`src/design/eqpx_ram.sv`:
```
module eqpx_ram #(
  parameter int WIDTH = 8,
  parameter int DEPTH = 256
) (
  input  logic                     clk_i,
  input  logic                     we_i,
  input  logic [$clog2(DEPTH)-1:0] waddr_i,
  input  logic [WIDTH-1:0]         wdata_i,
  input  logic                     re_i,
  input  logic [$clog2(DEPTH)-1:0] raddr_i,
  output logic [WIDTH-1:0]         rdata_o
);

  logic [WIDTH-1:0] mem_q [DEPTH];
  logic [WIDTH-1:0] rdata_q;

  always_ff @(posedge clk_i) begin
    if (we_i) begin
      mem_q[waddr_i] <= wdata_i;
    end
    if (re_i) begin
      rdata_q <= mem_q[raddr_i];
    end
  end

  assign rdata_o = rdata_q;

endmodule

```
`config.mk`:
```
export PLATFORM = sky130hd
export DESIGN_NAME = eqpx_ram
export DESIGN_NICKNAME = d
export VERILOG_FILES = /design/src/design/eqpx_ram.sv
export SDC_FILE = /design/constraint.sdc
export NUM_CORES = 2
export LEC_CHECK = 0
export ABC_CLOCK_PERIOD_IN_PS = 2500
export BUFFER_PORTS_ARGS = -buffer_cell sky130_fd_sc_hd__buf_2
export CORE_ASPECT_RATIO = 0.9
export CORE_MARGIN = 4
export CORE_UTILIZATION = 30
export CTS_CLUSTER_SIZE = 16
export DETAILED_ROUTE_END_ITERATION = 6
export PLACE_DENSITY = 0.57
export SETUP_SLACK_MARGIN = 0.1
export SLEW_MARGIN = 20
export SYNTH_ARGS = -nofsm -noshare
export SYNTH_HDL_FRONTEND = slang
export SYNTH_SLANG_ARGS = --single-unit
```
`constraint.sdc`:
```
create_clock -name clk_i -period 2.5 [get_ports clk_i]
set_input_delay 0.5 -clock clk_i [delete_from_list [all_inputs] [get_ports clk_i]]
set_output_delay 0.5 -clock clk_i [all_outputs]
set_load 0.01 [all_outputs]
```
======== Word level (Yosys, flattened, before mapping) ========
Memory sizes are Yosys's and may differ from the RTL's. A register that Yosys moved wholly into a read port is not among the register bits.
Cells that the tools add are included.
word-level totals
  flip-flop bits (word level) ............. 0
  output and inout bits ................... 8
  logic and storage cells ................. 3
  bits of input ports ..................... 27
  memories kept ........................... 1
  bits in writable memories ............... 2,048
memory list
  name   words  width  read ports  clocked after Yosys merged registers in  wr ports  line  text
  mem_q  256    8      1           1                                        1         14    logic [WIDTH-1:0] mem_q [DEPTH];
operators by class
  mux-type cells .......................... 2
operators by type and width
  operator          count
  1-bit 2-to-1 mux  2

======== Depth between registers and ports, before layout ========
  depth after elaboration ................. 2
  gate-level depth with buffers ........... 11
  gate-level depth less buffers ........... 6

======== Worst setup path after synthesis ========
Ideal clock, no wire load.
  path kind ............................... input to register
  from .................................... in raddr_i[0]
  to ...................................... reg rdata_q[2] (netlist: rdata_o[2]), read port of mem_q (data pin)
  setup time .............................. 0.269 ns
  arrival ................................. 2.307 ns
  stages .................................. 9
  data required time ...................... 2.231 ns
  path buffers ............................ 4
  slack ................................... -0.076 ns
  cells stage by stage .................... buf_6 buf_12 buf_8 buf_2 mux4_2 a22oi_1 a21oi_1 nor4_1 nor4_2
RTL lines
  what             line  text
  start, declared  10    input logic [$clog2(DEPTH)-1:0] raddr_i,
  end, declared    15    logic [WIDTH-1:0] rdata_q;

==> load_flow_metrics.sql <==
INSERT INTO impl_metrics (metric_group, metric, value, unit) VALUES
('clocking', 'cts.htree.levels', '4', ''),
('setup_path', 'cp-end-kind', 'flip-flop', ''),
('setup_path', 'critical_path_arrival', '3130', 'ps'),
('sta', 'report.final.slew_viol_count', '0', ''),
('clocking', 'cts_tree', 'done', ''),
('setup_path', 'timing.critical_path.buf_inv', '6', ''),
('sta', 'hold_worst_slack', '101', 'ps'),
('sta', 'fin_ws', '-58.2', 'ps'),
('setup_path', 'largest_driver_fanout_on_the_critical_path', '22', ''),
('finish', 'fill_cells', '24281', ''),
('worst_hold_path', 'min_from', 'wdata_i[4]', ''),
('logic_synthesis', 'synth-edff-count', '2056', ''),
('clocking', 'number_of_clock_buffers_inserted_by_tritoncts', '194', ''),
('clocking', 'cts_root_buf', 'sky130_fd_sc_hd__clkbuf_16', ''),
('logic_synthesis', 'synth-warning-count', '0', ''),
('logic_synthesis', 'post-synth-top-area-cell', 'sky130_fd_sc_hd__edfxtp_1', ''),
('sta', 'tightestPinTransition', '1020', 'ps'),
('worst_hold_path', 'hold_path.class', 'input pin to flip-flop', ''),
('setup_path', 'worstPathCellList', 'buf_4 > buf_12 > buf_4 > buf_4 > a21oi_1 > buf_4 > a21oi_1 > nor4_4 > buf_4 > nor4_2', ''),
('detailed_routing', 'post-route-drc-count', '0', ''),
('die', 'vertical_die_dimension', '497', 'um'),
('logic_synthesis', 'syn_inst', '3733', ''),
('die', 'fp.dieW', '551', 'um'),
('power_and_ir_drop', 'ir_drop', '0.732', 'mV'),
('setup_path', 'r2r_slack', '-10', 'ps'),
('detailed_routing', 'routed_via_density', '4.98', ''),
('place', 'place_hpwl', '138000', 'um'),
('setup_path', 'critPathMaxStageDelay', '750', 'ps'),
('setup_path', 'critical_path.reg2reg.endpoint', 'rdata_o[0]$_DFFE_PP_', ''),
('finish', 'multi_input_combinational_cell_area', '16800', 'sq um'),
('sta', 'finalSetupViolCount', '2', ''),
('setup_path', 'most_common_cell_type_on_the_critical_path', 'sky130_fd_sc_hd__buf_4', ''),
('setup_path', 'worstSetupPathType', 'input pin to flip-flop', ''),
('clocking', 'cts_setup_buffers', '0', ''),
('detailed_routing', 'firstDrtPassIters', '5', ''),
('logic_synthesis', 'proportion_of_register_bits_with_asynchronous_set_or_reset_after_synthesis', '0', '%'),
('power_and_ir_drop', 'combPwrFrac', '5.8', '%'),
('outcome', 'run_status', 'complete, but fails checks', ''),
('setup_path', 'path_depth', '10', ''),
('power_and_ir_drop', 'p_sw_share', '21.3', '%'),
('logic_synthesis', 'synth.distinct_cells', '54', ''),
('place', 'portBuffers', '34', ''),
('setup_path', 'critical_path.top_delay_family', 'buffers and inverters', ''),
('finish', 'drive_gt1_share', '33.3', '%'),
('grt', 'via_count_of_the_first_global_routing_pass', '40891', ''),
('outcome', 'failed_checks', 'setup timing', ''),
('setup_path', 'worst_reg2reg_path_depth', '6', ''),
('die', 'core.rowCount', '179', ''),
('detailed_routing', 'iter_0_drt_violations', '4509', ''),
('logic_synthesis', 'synthFlopType', 'sky130_fd_sc_hd__edfxtp_1', ''),
('detailed_routing', 'vias', '40557', ''),
('sta', 'finalClockSkew', '34.0', 'ps'),
('setup_path', 'critical_path.reg2reg.startpoint', 'mem_q[64][0]$_DFFE_PP_', ''),
('run', 'max_cap_viol_count', '0', ''),
('sta', 'final.min_clock_period', '2560', 'ps'),
('logic_synthesis', 'synth_top_cells_by_area', 'sky130_fd_sc_hd__edfxtp_1 78%, sky130_fd_sc_hd__mux4_2 13%, sky130_fd_sc_hd__mux2i_1 1.7%, sky130_fd_sc_hd__nor2_1 1.3%, sky130_fd_sc_hd__a22oi_1 1.3%', ''),
('die', 'initial_core_utilization', '30.1', '%'),
('clocking', 'clkSinkCount', '2056', ''),
('detailed_routing', 'avg_wl_per_cell', '26.0', 'um'),
('grt', 'grt_max_degree', '97', ''),
('clocking', 'clkTransAtPathRegs', '60', 'ps'),
('grt', 'overflow', '0', ''),
('power_and_ir_drop', 'cell_internal_pwr', '56.5', 'mW'),
('detailed_routing', 'route.final.wire_length', '212000', 'um'),
('logic_synthesis', 'post-synth-top-area-fraction', '77.5', '%'),
('power_and_ir_drop', 'power_leakage', '30.7', 'nW'),
('power_and_ir_drop', 'cellPowerDensity', '747', 'nW/um^2'),
('sta', 'unrepaired_setup_endpoints_after_global_routing', 'yes', ''),
('clocking', 'clk-insertion-delay-late', '820', 'ps'),
('place', 'detailedPlace.worstSlack', '-1410', 'ps'),
('logic_synthesis', 'seq_area_frac_synth', '77.5', '%');
[repair_timing]
action	in CTS	in global routing
endpoints found under the setup margin	8	8
gates cloned	0	0
pin swaps	9	10
hold buffers	1	0
resized for setup	28	22
endpoints found under the hold margin	15	0
[stage by stage]
step | power [mW] | cells | area (sq um)
final | 71.8 | 8142 | 96100
after global routing | 74.1 | 8138 | 96100
after CTS | 72.4 | 8137 | 96000
after detailed placement | 42.9 | 7774 | 89400
after global placement | 42.8 | 7771 | 89400
after floorplan | 40.7 | 3733 | 79900
[layer usage]
layer,GRT usage [%],wire [um]
met3,4.16,18900
met2,23.7,98100
met5,0,0
met4,3.63,4930
met1,21.6,90200
[cell type report]
| class | instances | area share (%) |
|---|---|---|
| clock buffer | 237 | 5.35 |
| timing repair buffer | 746 | 7.03 |
| multi-input combinational | 1442 | 17.5 |
| antenna | 5 | 0.0130 |
| clock inverter | 125 | 1.25 |
| inverter | 2 | 0.00781 |
| sequential | 2056 | 64.2 |
| tap | 3529 | 4.59 |
[power by group through the flow]
stage | Sequential [mW] | Combinational [mW] | Clock (mW)
2_1_floorplan | 38.8 | 1.90 | 0
3_3_place_gp | 38.8 | 4.05 | 0
3_5_place_dp | 38.8 | 4.11 | 0
4_1_cts | 38.1 | 4.16 | 30.2
5_1_grt | 38.0 | 4.40 | 31.7
6_report | 38.0 | 4.15 | 29.6
[kinds of logic after synthesis]
group                  synth area share (%)
flip-flops                             77.5
AND/OR/NAND/NOR                        2.63
AO/OA/AOI/OAI                          3.42
multiplexers                           14.6
buffers and inverters                  1.83
[state kept, by name, summed over array words and instances (netlist names)]
register / cells
mem_q: 2048
rdata_o: 8
[synthesized netlist by cell type, types with 10 or more instances]
library cell                  n
sky130_fd_sc_hd__mux4_2     454
sky130_fd_sc_hd__buf_6       21
sky130_fd_sc_hd__nor3_1      22
sky130_fd_sc_hd__o22ai_1     28
sky130_fd_sc_hd__a21oi_1     96
sky130_fd_sc_hd__nand2_1     33
sky130_fd_sc_hd__buf_4       27
sky130_fd_sc_hd__a211oi_1    16
sky130_fd_sc_hd__mux2i_1    134
sky130_fd_sc_hd__o211ai_1    10
sky130_fd_sc_hd__edfxtp_1  2056
sky130_fd_sc_hd__buf_8       13
sky130_fd_sc_hd__clkbuf_1   111
sky130_fd_sc_hd__a22oi_1    133
sky130_fd_sc_hd__buf_2       31
sky130_fd_sc_hd__nand3_1     34
sky130_fd_sc_hd__o221ai_1    46
sky130_fd_sc_hd__o21ai_0     10
sky130_fd_sc_hd__buf_1       22
sky130_fd_sc_hd__nor2_1     282
sky130_fd_sc_hd__nor4_1      24
sky130_fd_sc_hd__a221oi_1    13
sky130_fd_sc_hd__nand4_1     10
sky130_fd_sc_hd__nor2b_1     31
[worst max-delay path by stage]
stage / from / end / slack, ps
6_report: raddr_i[3] / rdata_o[0]$_DFFE_PP_ / -60
5_1_grt: mem_q[64][0]$_DFFE_PP_ / rdata_o[0]$_DFFE_PP_ / -20
4_1_cts: mem_q[64][0]$_DFFE_PP_ / rdata_o[0]$_DFFE_PP_ / 50
3_5_place_dp: raddr_i[0] / rdata_o[0]$_DFFE_PP_ / -1410
3_3_place_gp: raddr_i[0] / rdata_o[4]$_DFFE_PP_ / -1800
2_1_floorplan: raddr_i[0] / rdata_o[0]$_DFFE_PP_ / 40
(Power assumes the default switching activity.)
