`src/design/eqpx_pkg.sv`:
```
package eqpx_pkg;

  // channel and register geometry
  localparam int MAX_INPUTS = 256;
  localparam int CH_W       = $clog2(MAX_INPUTS);
  localparam int CNT_W      = CH_W + 1;
  localparam int TICK_W     = 16;
  localparam int FRAC_W     = 10;
  localparam int FRAC_ONE   = 1 << FRAC_W;
  localparam int DIV_CNT_W  = $clog2(FRAC_W + 1);

  // gain table and datapath widths
  localparam int GAIN_TABLE_DEPTH = 1024;
  localparam int GIDX_W           = $clog2(GAIN_TABLE_DEPTH);
  localparam int GAIN_W           = 16;
  localparam int GAIN_FRAC        = GAIN_W - 1;
  localparam int SAMPLE_BITS      = 24;
  localparam int PROD_W           = SAMPLE_BITS + GAIN_W;
  localparam int TERM_W           = PROD_W - GAIN_FRAC;
  localparam int ACC_W            = SAMPLE_BITS + 10;
  localparam int CFG_IDX_W        = 1;
  localparam int CFG_DATA_W       = TICK_W;

  typedef longint unsigned u64_t;

  localparam u64_t HALF_PI_Q30 = 64'd1686629713;
  localparam u64_t GAIN_MAX    = 64'd32767;
  localparam u64_t GAIN_ROUND  = 64'd16384;
  localparam u64_t TaylorDiv [6] = '{64'd6, 64'd20, 64'd42, 64'd72, 64'd110, 64'd156};

  typedef enum logic [2:0] {
    ST_IDLE,
    ST_READ,
    ST_DIV,
    ST_WRITE,
    ST_MUL,
    ST_ACC,
    ST_FIN
  } state_e;

  typedef enum logic [CFG_IDX_W-1:0] {
    REG_INPUT_COUNT = 1'b0,
    REG_FADE_TICKS  = 1'b1
  } cfg_reg_e;

  // one entry of the per-channel state memory
  typedef struct packed {
    logic [TICK_W-1:0] ramp;
    logic [FRAC_W-1:0] frac;
  } chan_state_t;

  localparam int MEM_W = $bits(chan_state_t);

  typedef struct packed {
    logic              start;
    logic [TICK_W-1:0] num;
    logic [TICK_W-1:0] den;
  } div_req_t;

  typedef struct packed {
    logic              done;
    logic [FRAC_W-1:0] quot;
  } div_rsp_t;

  typedef struct packed {
    logic gain_load;
    logic mul_en;
    logic acc_en;
    logic acc_clr;
  } mac_ctrl_t;

  typedef logic [GAIN_W-1:0] gain_rom_t [GAIN_TABLE_DEPTH];

  // quarter-sine gain, Q1.15, from a Q30 Taylor series
  function automatic logic [GAIN_W-1:0] gain_at(input int unsigned idx);
    u64_t theta;
    u64_t mag;
    u64_t sum;
    u64_t g;
    theta = (u64_t'(idx) * HALF_PI_Q30) / GAIN_TABLE_DEPTH;
    mag   = theta;
    sum   = theta;
    for (int k = 0; k < 6; k++) begin
      mag = (mag * theta) >> 30;
      mag = (mag * theta) >> 30;
      mag = mag / TaylorDiv[k];
      if (k[0] == 1'b0) begin
        sum = sum - mag;
      end else begin
        sum = sum + mag;
      end
    end
    g = (sum + GAIN_ROUND) >> 15;
    if (g > GAIN_MAX) begin
      g = GAIN_MAX;
    end
    return GAIN_W'(g);
  endfunction

  function automatic gain_rom_t build_gain_rom();
    gain_rom_t rom;
    for (int i = 0; i < GAIN_TABLE_DEPTH; i++) begin
      rom[i] = gain_at(i);
    end
    return rom;
  endfunction

endpackage

```
`src/design/eqpx_div.sv`:
```
module eqpx_div (
  input  logic               clk_i,
  input  logic               rst_ni,
  input  eqpx_pkg::div_req_t req_i,
  output eqpx_pkg::div_rsp_t rsp_o
);

  // restoring division, one quotient bit a cycle; num < den is assumed
  logic [eqpx_pkg::TICK_W-1:0]    rem_q, rem_d;
  logic [eqpx_pkg::TICK_W-1:0]    den_q, den_d;
  logic [eqpx_pkg::FRAC_W-1:0]    quot_q, quot_d;
  logic [eqpx_pkg::DIV_CNT_W-1:0] cnt_q, cnt_d;
  logic                           busy_q, busy_d;
  logic                           done_q, done_d;
  logic [eqpx_pkg::TICK_W:0]      shifted;
  logic [eqpx_pkg::TICK_W:0]      diff;
  logic                           ge;

  always_comb begin
    shifted = {rem_q, 1'b0};
    diff    = shifted - {1'b0, den_q};
    ge      = shifted >= {1'b0, den_q};
    rem_d   = rem_q;
    den_d   = den_q;
    quot_d  = quot_q;
    cnt_d   = cnt_q;
    busy_d  = busy_q;
    done_d  = 1'b0;
    if (req_i.start) begin
      rem_d  = req_i.num;
      den_d  = req_i.den;
      quot_d = '0;
      cnt_d  = eqpx_pkg::DIV_CNT_W'(eqpx_pkg::FRAC_W);
      busy_d = 1'b1;
    end else if (busy_q) begin
      rem_d  = ge ? diff[eqpx_pkg::TICK_W-1:0] : shifted[eqpx_pkg::TICK_W-1:0];
      quot_d = {quot_q[eqpx_pkg::FRAC_W-2:0], ge};
      cnt_d  = cnt_q - eqpx_pkg::DIV_CNT_W'(1);
      if (cnt_q == eqpx_pkg::DIV_CNT_W'(1)) begin
        busy_d = 1'b0;
        done_d = 1'b1;
      end
    end
  end

  always_ff @(posedge clk_i or negedge rst_ni) begin
    if (!rst_ni) begin
      cnt_q  <= '0;
      busy_q <= 1'b0;
      done_q <= 1'b0;
    end else begin
      cnt_q  <= cnt_d;
      busy_q <= busy_d;
      done_q <= done_d;
    end
  end

  always_ff @(posedge clk_i) begin
    rem_q  <= rem_d;
    den_q  <= den_d;
    quot_q <= quot_d;
  end

  assign rsp_o.done = done_q;
  assign rsp_o.quot = quot_q;

endmodule

```
`config.mk`:
```
export PLATFORM = sky130hd
export DESIGN_NAME = eqpx_div
export DESIGN_NICKNAME = d
export VERILOG_FILES = /design/src/design/eqpx_pkg.sv /design/src/design/eqpx_div.sv
export SDC_FILE = /design/constraint.sdc
export NUM_CORES = 1
export LEC_CHECK = 0
export ABC_AREA = 1
export BUFFER_PORTS_ARGS = -buffer_cell sky130_fd_sc_hd__buf_2
export CORE_MARGIN = 3
export CORE_UTILIZATION = 31
export CTS_CLUSTER_DIAMETER = 100
export CTS_CLUSTER_SIZE = 28
export DETAILED_ROUTE_END_ITERATION = 10
export PLACE_DENSITY_LB_ADDON = 0.12
export SLEW_MARGIN = 20
export SYNTH_ARGS = -nofsm -noshare
export SYNTH_HDL_FRONTEND = slang
export SYNTH_SLANG_ARGS = --single-unit
```
`constraint.sdc`:
```
create_clock -name clk_i -period 2.4 [get_ports clk_i]
set_clock_uncertainty 0.15 [all_clocks]
set_input_delay 0.48 -clock clk_i [delete_from_list [all_inputs] [get_ports clk_i]]
set_output_delay 0.48 -clock clk_i [all_outputs]
set_load 0.005 [all_outputs]
```
### After elaboration in Yosys (flattened, before gate mapping)

Index checks and enable logic that the tools add are counted.

| word-level totals | value |
|---|---|
| flip-flop bits (word level) | 48 |
| input port bits | 35 |
| output and inout port bits | 11 |

| operators by class | value |
|---|---|
| $add $sub $neg | 2 |
| order comparisons | 1 |
| equality and inequality tests | 1 |
| multiplexer cells | 11 |
| reduce and logical (&&, ||, !) cells | 1 |

Operators with widths:

| cell | count |
|---|---|
| $mux 16 | 3 |
| $ge 17x16->1 | 1 |
| $sub 16x16->16 | 1 |
| $mux 4 | 2 |
| $mux 1 | 6 |
| $eq 4x1->1 const B | 1 |
| $sub 4x1->4 const B | 1 |
| $reduce_bool 2->1 | 1 |

### Longest topological paths before layout

Gate-level depths: netlist of the first run.

| logic depth | value |
|---|---|
| word-level depth | 4 |
| gate-level depth with buffers | 14 |

### Least setup slack after synthesis of the first run

No wires, ideal clock.

| timing | value |
|---|---|
| path kind | register to register |
| start | register rem_q[13] in the netlist's numbering |
| end | register rem_q[2] in the netlist's numbering, data pin |
| setup time | 254 ps |
| data arrival time | 1618 ps |
| data required time | 1996 ps |
| path slack | 377 ps |
| stages on the path, launching flop included | 13 |
| path buffers | 1 |
| period minus slack after synthesis | 2023 ps |
| cells stage by stage | edfxtp_1 -> ha_1 -> nand2_1 -> inv_1 -> nand2_1 -> inv_1 -> nand2_1 -> nand2_1 -> nor2_4 -> buf_4 -> nand3b_1 -> nand3_1 -> nand2_1 |

| between the ends | value |
|---|---|
| longest elaborated chain between the ends | 4 |

Ends and longest elaborated chain:

| what | RTL line | source |
|---|---|---|
| start: declaration | eqpx_div.sv:9 | `logic [eqpx_pkg::TICK_W-1:0] rem_q, rem_d;` |
| start signal: assignment | eqpx_div.sv:59 | `rem_q <= rem_d;` |
| $ge 17x16->1 | eqpx_div.sv:22 | `ge = shifted >= {1'b0, den_q};` |
| $mux 16 | eqpx_div.sv:36 | `rem_d = ge ? diff[eqpx_pkg::TICK_W-1:0] : shifted[eqpx_pkg::TICK_W-1:0];` |
| $mux 16 | eqpx_div.sv:35 | `end else if (busy_q) begin` |
| $mux 16 | eqpx_div.sv:29 | `if (req_i.start) begin` |
| named net rem_d, one bit | eqpx_div.sv:9 |  |

The timed path passes the listed nets, and every way through them passes these cells. The select of a mux whose other input is x is not followed.
A chain may end at the register's enable or synchronous reset.

### Worst setup path after layout of the first run

| timing | value |
|---|---|
| start | register rem_q[8] in the netlist's numbering |
| end | register rem_q[12] in the netlist's numbering, data pin |

| between the ends | value |
|---|---|
| longest elaborated chain between the ends | 4 |
| elaborated cells between the ends (all ways) | 5 |

Ends and longest elaborated chain:

| what | RTL line |
|---|---|
| $sub 16x16->16 or $ge 17x16->1 (tied branches) | eqpx_div.sv:21, eqpx_div.sv:22 |
| $mux 16 (*) | eqpx_div.sv:36 |
| $mux 16 (*) | eqpx_div.sv:35 |
| $mux 16 (*) | eqpx_div.sv:29 |
| named net rem_d, one bit | eqpx_div.sv:9 |

Mark *: on every way through the listed nets, which the timed path passes. The rest lies on a longest branch. The select of a mux whose other input is x is not followed.

==> impl_metrics.toml, run 1 <==
[run_status]
status = "complete, no violations"

[timing]
finalSetupViolCount = 0
fmaxAchievable_ghz = 0.447
layout_min_cycle_time_ns = 2.24
report.final.slew_viol_count = 0
fin_tns_setup_ns = 0
final.hold.worst_slack_ns = 0.188
finalHoldViolations = 0
period_share = 0.932
worstMarginPinSlew_ns = 0.381
relSlewSlack = 0.746

[die]
ios = 46
placementRows = 36
die_area_um2 = 11300
die_width_um = 107
die-height_um = 107
core_region_area_um2 = 9820
start_util = 0.319

[hold_path]
min-delay-path-class = "input pin to flop"
min-delay-start = "req_i[8]"

[worst_setup_path]
max_stage_delay_ns = 0.41
crit_buf_inv = 1
crit_path_cell_trace = "ha_1 > nand2_1 > nor2_1 > inv_1 > nor2_2 > nand2_8 > nand2_8 > nand2_1 > nand3_1 > nand2_1"
crit_arrival_ns = 2.16
critPathRequiredTime_ns = 2.33
startpoint = "rem_q[8]"
setup.worst_path.start_class = "flop"
timing.critical_path.fanout_max = 17
rr_startpoint = "rem_q[8]"
critPathKind = "flop to flop"
critical_path.endpoint_type = "flop"
timing.critical_path.slowest_stage_cell = "sky130_fd_sc_hd__ha_1"
crit_top_cell = "sky130_fd_sc_hd__nand2_1"
timing.critical_path.max_delay_family = "simple AND/OR/NAND/NOR gates"

[logic_synthesis]
avgSynthCellArea_um2 = 7.51
synth-seq-cells = 48
post_synth_instance_area_um2 = 3130
syn-num-nets = 471
synth_compound_gate_area_share = 0.0431
yosys.area_share.xor_xnor = 0.0168
synth.lib_cells_used.distinct = 33
syn_inst = 417
ys.warnings.count = 0
yosys-top-cells-area = "sky130_fd_sc_hd__edfxtp_1, sky130_fd_sc_hd__nand2_1, sky130_fd_sc_hd__inv_1, sky130_fd_sc_hd__ha_1, sky130_fd_sc_hd__dfxtp_1"
synth_top_family_by_area = "simple AND/OR/NAND/NOR gates"
synthDominantCellAreaShare = 0.307
sequential_fraction_of_the_synthesis_area = 0.419
post_synthesis_share_of_cell_area_spent_on_and_or_nand_and_nor_gates = 0.330
yosys.area_share.adder = 0.0783
post_synth_mux_area_share = 0
post-synth-top-area-cell = "sky130_fd_sc_hd__edfxtp_1"

[global_route]
groute.usage.overall = 0.140
grt_pass1_vias = 2715
grt_overflow_total = 0
global_route_wire_length_before_repair_um = 12700
grt_antenna_before_repair = 0
pin_count_of_the_biggest_net_entering_global_routing = 23

[cells_and_area]
design.final.nets = 531
most_common_cell_after_layout_fill_and_taps_aside = "sky130_fd_sc_hd__nand2_1"
antenna-diode-count = 0
syn_to_final_growth_pct = 19.5
mostFrequentLayoutCells = "sky130_fd_sc_hd__nand2_1, sky130_fd_sc_hd__inv_1, sky130_fd_sc_hd__buf_2"
seqCellArea_um2 = 1310
multi_input_comb_area_um2 = 1500
fin_cells = 611
post-route-util = 0.381
post_route_cells_drive_above_1_share = 0.180
n_fill_cell = 1110

[clocking]
h-tree-depth = 2
cts_tree = "built"
clk_root_buffer_cell = "sky130_fd_sc_hd__clkbuf_8"
insertion_delay_ns = 0.31
clk_pin_slew_ns = 0.10
cts_inserted_buffers = 5
cts.sink_count = 48
cts_buffer_depth = 2

[power_and_ir_drop]
total_power_mw = 3.79
leakage_nw = 1.94
power.density_nw_per_um2 = 1010
worst_vdd_ir_mv = 0.318

[run]
drv_cap = 0

[placement]
routabilityCongestion = 0.877
io_buffers = 45
place.detailed.instances = 601
dp_hpwl_um = 5850

[detailed_routing]
drt_pass1_iterations = 4
dr_total_vias = 2710
wirelength_um = 7540
detail_route.iter0.violations = 65
viasPerCell = 4.44
route.antenna.remaining_nets = 0
drt-wirelength-per-cell_um = 12.3
post-route-drc-count = 0
-- synthesized netlist by cell type, drive strengths merged --
master and instances:
a21oi 9, a22oi 1, and2 1, buf 5, clkbuf 3, clkinv 2, dfrtp 6, dfxtp 10
edfxtp 32, fa 1, ha 18, inv 79, nand2 145, nand3 41, nand3b 11, nand4 6
nor2 22, nor3 2, nor4 1, o21ai 5, o21bai 1, o22ai 8, or2 2, xnor2 4
xor2 2
-- worst register-to-register path, stage by stage, from the launching register on --
cell,delay [ns]
sky130_fd_sc_hd__edfxtp_1,0.40
sky130_fd_sc_hd__ha_1,0.41
sky130_fd_sc_hd__nand2_1,0.11
sky130_fd_sc_hd__nor2_1,0.14
sky130_fd_sc_hd__inv_1,0.09
sky130_fd_sc_hd__nor2_2,0.21
sky130_fd_sc_hd__nand2_8,0.14
sky130_fd_sc_hd__nand2_8,0.15
sky130_fd_sc_hd__nand2_1,0.09
sky130_fd_sc_hd__nand3_1,0.07
sky130_fd_sc_hd__nand2_1,0.05
-- registers in the layout, indices dropped and copies added (netlist names) --
signal and flops:
done_q 1, rem_q 16, den_q 16, cnt_q 4, quot_q 10, busy_q 1
-- layout make-up --
cell class                      count  share of cell area
Timing Repair Buffer               61              0.0996
Tap cell                          133              0.0444
Sequential cell                    48               0.350
Clock inverter                      3             0.00601
Inverter                           81              0.0812
Clock buffer                        5              0.0184
Multi-Input combinational cell    280               0.400
-- logic make-up after synthesis --
group	count (synthesis)
buffers and inverters	89
adder cells (fa/ha/maj)	19
flip-flops	48
AND/OR/NAND/NOR	231
XOR/XNOR	6
AO/OA/AOI/OAI	24
-- power by group --
part / internal (mW) / switching (mW) / leakage, nW
combinational: 0.836 / 1.27 / 1.41
clock: 0.209 / 0.301 / 0.0485
sequential: 1.09 / 0.0856 / 0.479
-- per-layer routing --
metal,vias to the layer above,wire (um),global-route usage
met5,-,0,0
met4,0,116,0.0402
met3,9,247,0.0237
met2,38,3510,0.237
met1,1220,3670,0.183
li1,1443,-,-
-- per-stage QoR --
stage | area [um^2] | setup WS (ns)
floorplan | 3130 | 0.377
global route | 3740 | -0.00618
detailed placement | 3600 | 0.0408
global placement | 3600 | 0.0414
CTS | 3710 | 0.0323
finish | 3740 | 0.162
-- final timing paths --
| path | to | slack, ns | cells past startpoint |
|---|---|---|---|
| min in group asynchronous | cnt_q[0] | 0.37 | 2 |
| hold reg to reg | quot_q[9] | 0.34 | 2 |
| hold / removal | den_q[8] | 0.19 | 1 |
| setup reg to reg | rem_q[12] | 0.16 | 10 |
| setup / recovery | rem_q[12] | 0.16 | 10 |
| max in group asynchronous | cnt_q[2] | 1.59 | 2 |
-- timing repair --
action,4_1_cts,5_1_grt
resized for setup,0,7
endpoints found under the hold margin,6,0
hold buffers,1,0
buffers inserted,0,1
setup endpoints to repair,0,16
Note: power is estimated with default switching activity, not from simulation.
==> run 2: changes to the inputs <==
--- a/config.mk
+++ b/config.mk
@@ -7,6 +7,7 @@
 export LEC_CHECK = 0
 export ABC_AREA = 1
 export BUFFER_PORTS_ARGS = -buffer_cell sky130_fd_sc_hd__buf_2
+export CORE_ASPECT_RATIO = 0.7
 export CORE_MARGIN = 3
 export CORE_UTILIZATION = 31
 export CTS_CLUSTER_DIAMETER = 100
==> impl_metrics.toml, run 2 (synthesis gave the netlist of run 1 again) <==
[timing]
finalSetupViolCount = 0
fmaxAchievable_ghz = 0.442
finalHoldViolations = 0
fin_ws_ns = 0.136
worstMarginPinSlew_ns = 0.619
relSlewSlack = 0.585
report.final.slew_viol_count = 0
layout_min_cycle_time_ns = 2.26
period_share = 0.943
rsz0062_at_grt = "yes"

[detailed_routing]
dr_wl_met3_um = 469
dr_total_vias = 2725
drt_pass1_iterations = 4
met1Wirelength_um = 4630
wirelength_um = 8210
maxUsedRoutingLayer = "met4"
drt-wirelength-per-cell_um = 13.5
post-route-drc-count = 0
dr_wl_met2_um = 3050
viasPerCell = 4.48
route.antenna.remaining_nets = 0
detail_route.iter0.violations = 126

[power_and_ir_drop]
net-switching-power_mw = 1.77
cell_internal_pwr_mw = 2.50
power.density_nw_per_um2 = 1070
worst_vdd_ir_mv = 0.383
power_switching_share = 0.415
share_clk_of_total_power = 0.164
seqPwrFrac = 0.288
pwr-share-comb = 0.548
leakage_nw = 1.99

[run]
drv_cap = 0

[clocking]
clk_root_buffer_cell = "sky130_fd_sc_hd__clkbuf_16"
cts_inserted_buffers = 5
cts.sink_count = 48
insertion_delay_ns = 0.29
clk_pin_slew_ns = 0.07
cts_tree = "built"
h-tree-depth = 2
cts_buffer_depth = 2

[worst_setup_path]
timing.critical_path.fanout_max = 6
timing.reg2reg.setup_slack_ns = 0.14
crit_path_cell_trace = "ha_4 > nand2_1 > nand2_1 > nand2_1 > nand2_1 > nand2_1 > nand2_1 > nor2_4 > buf_12 > buf_6 > nand3b_1 > nand3_1 > nand2_1"
setup.worst_path.start_class = "flop"
timing.critical_path.max_delay_family = "simple AND/OR/NAND/NOR gates"
critical_path.endpoint_type = "flop"
crit_arrival_ns = 2.16
crit_top_cell = "sky130_fd_sc_hd__nand2_1"
timing.critical_path.slowest_stage_cell = "sky130_fd_sc_hd__edfxtp_1"
critPathRequiredTime_ns = 2.30
critPathKind = "flop to flop"
crit_buf_inv = 2
max_stage_delay_ns = 0.43

[cells_and_area]
design_area_um2 = 3980
top_regs = "den_q (16), rem_q (16), quot_q (10)"
mostFrequentLayoutCells = "sky130_fd_sc_hd__nand2_1, sky130_fd_sc_hd__inv_1, sky130_fd_sc_hd__buf_2"
antenna-diode-count = 0
most_common_cell_after_layout_fill_and_taps_aside = "sky130_fd_sc_hd__nand2_1"
post_route_cells_drive_above_1_share = 0.210
syn_to_final_growth_pct = 26.9
design.final.nets = 533

[die]
die_width_um = 126
ios = 46
placementRows = 30
die_area_um2 = 11400
start_util = 0.321
core_region_area_um2 = 9760
die-height_um = 90.1

[hold_path]
min-delay-path-class = "input pin to flop"

[global_route]
global_route_wire_length_before_repair_um = 13500
groute.usage.overall = 0.148
grt_pass1_vias = 2677
pin_count_of_the_biggest_net_entering_global_routing = 18
grt_overflow_total = 0
grt_antenna_before_repair = 0

[placement]
pre_cts_slack_ns = 0.0947
io_buffers = 45
place_area_um2 = 3590
routabilityCongestion = 0.888
dp_hpwl_um = 6230

[run_status]
status = "complete, no violations"
run 2: cell types whose count changed in the layout (fill, tap and decap cells not counted), moves of 2 or more:
cell	before	now
sky130_fd_sc_hd__ha_1	17	4
sky130_fd_sc_hd__nor2_1	14	16
sky130_fd_sc_hd__clkbuf_16	0	5
sky130_fd_sc_hd__nor2_2	7	5
sky130_fd_sc_hd__buf_12	2	4
sky130_fd_sc_hd__ha_4	0	12
sky130_fd_sc_hd__clkbuf_8	5	0
run 2: worst paths after layout:
check / from / to / cells after the start
max: rem_q[9] / rem_q[5] / 13
max reg2reg: rem_q[9] / rem_q[5] / 13
min: req_i[10] / den_q[10] / 1
min in group asynchronous: rst_ni / cnt_q[3] / 2
min reg2reg: quot_q[9] / quot_q[9] / 2
max in group asynchronous: rst_ni / done_q / 2
run 2: what timing repair did:
item                                   in CTS  in global routing
setup endpoints to repair                   0                 16
hold buffers                                1                  0
endpoints found under the hold margin       6                  0
setup buffers                               0                  6
resized for setup                           0                 26
run 2: cell type report:
type,count,area (um^2)
Clock buffer,6,129
Clock inverter,2,11.3
Fill cell,1034,5780
Inverter,81,304
Multi-Input combinational cell,280,1640
Sequential cell,48,1310
Tap cell,128,160
Timing Repair Buffer,63,417
run 2: routing by layer:
layer  vias to the layer above  track usage
met5                         -            0
met4                         0       0.0321
met3                         5       0.0344
met2                        54        0.196
met1                      1219        0.239
li1                       1447            -
run 2: per-stage QoR:
| stage | power [mW] | setup TNS, ns | instances | utilization | hold slack, ns |
|---|---|---|---|---|---|
| 2_1_floorplan | 2.70 | 0 | 417 | - | 0.0344 |
| 3_3_place_gp | 3.22 | 0 | 593 | 0.368 | 0.165 |
| 4_1_cts | 3.95 | 0 | 602 | 0.383 | 0.197 |
| 3_5_place_dp | 3.22 | 0 | 593 | 0.368 | 0.165 |
| 5_1_grt | 4.67 | -0.0121 | 608 | 0.407 | 0.194 |
| 6_report | 4.27 | 0 | 608 | 0.407 | 0.205 |
run 2: power groups by stage:
| stage | clock [mW] | combinational (mW) | sequential [mW] |
|---|---|---|---|
| 5_1_grt | 0.768 | 2.66 | 1.25 |
| 4_1_cts | 0.729 | 2.04 | 1.18 |
| 6_report | 0.700 | 2.34 | 1.23 |
| 3_3_place_gp | 0 | 2.03 | 1.19 |
| 3_5_place_dp | 0 | 2.03 | 1.19 |
| 2_1_floorplan | 0 | 1.53 | 1.17 |
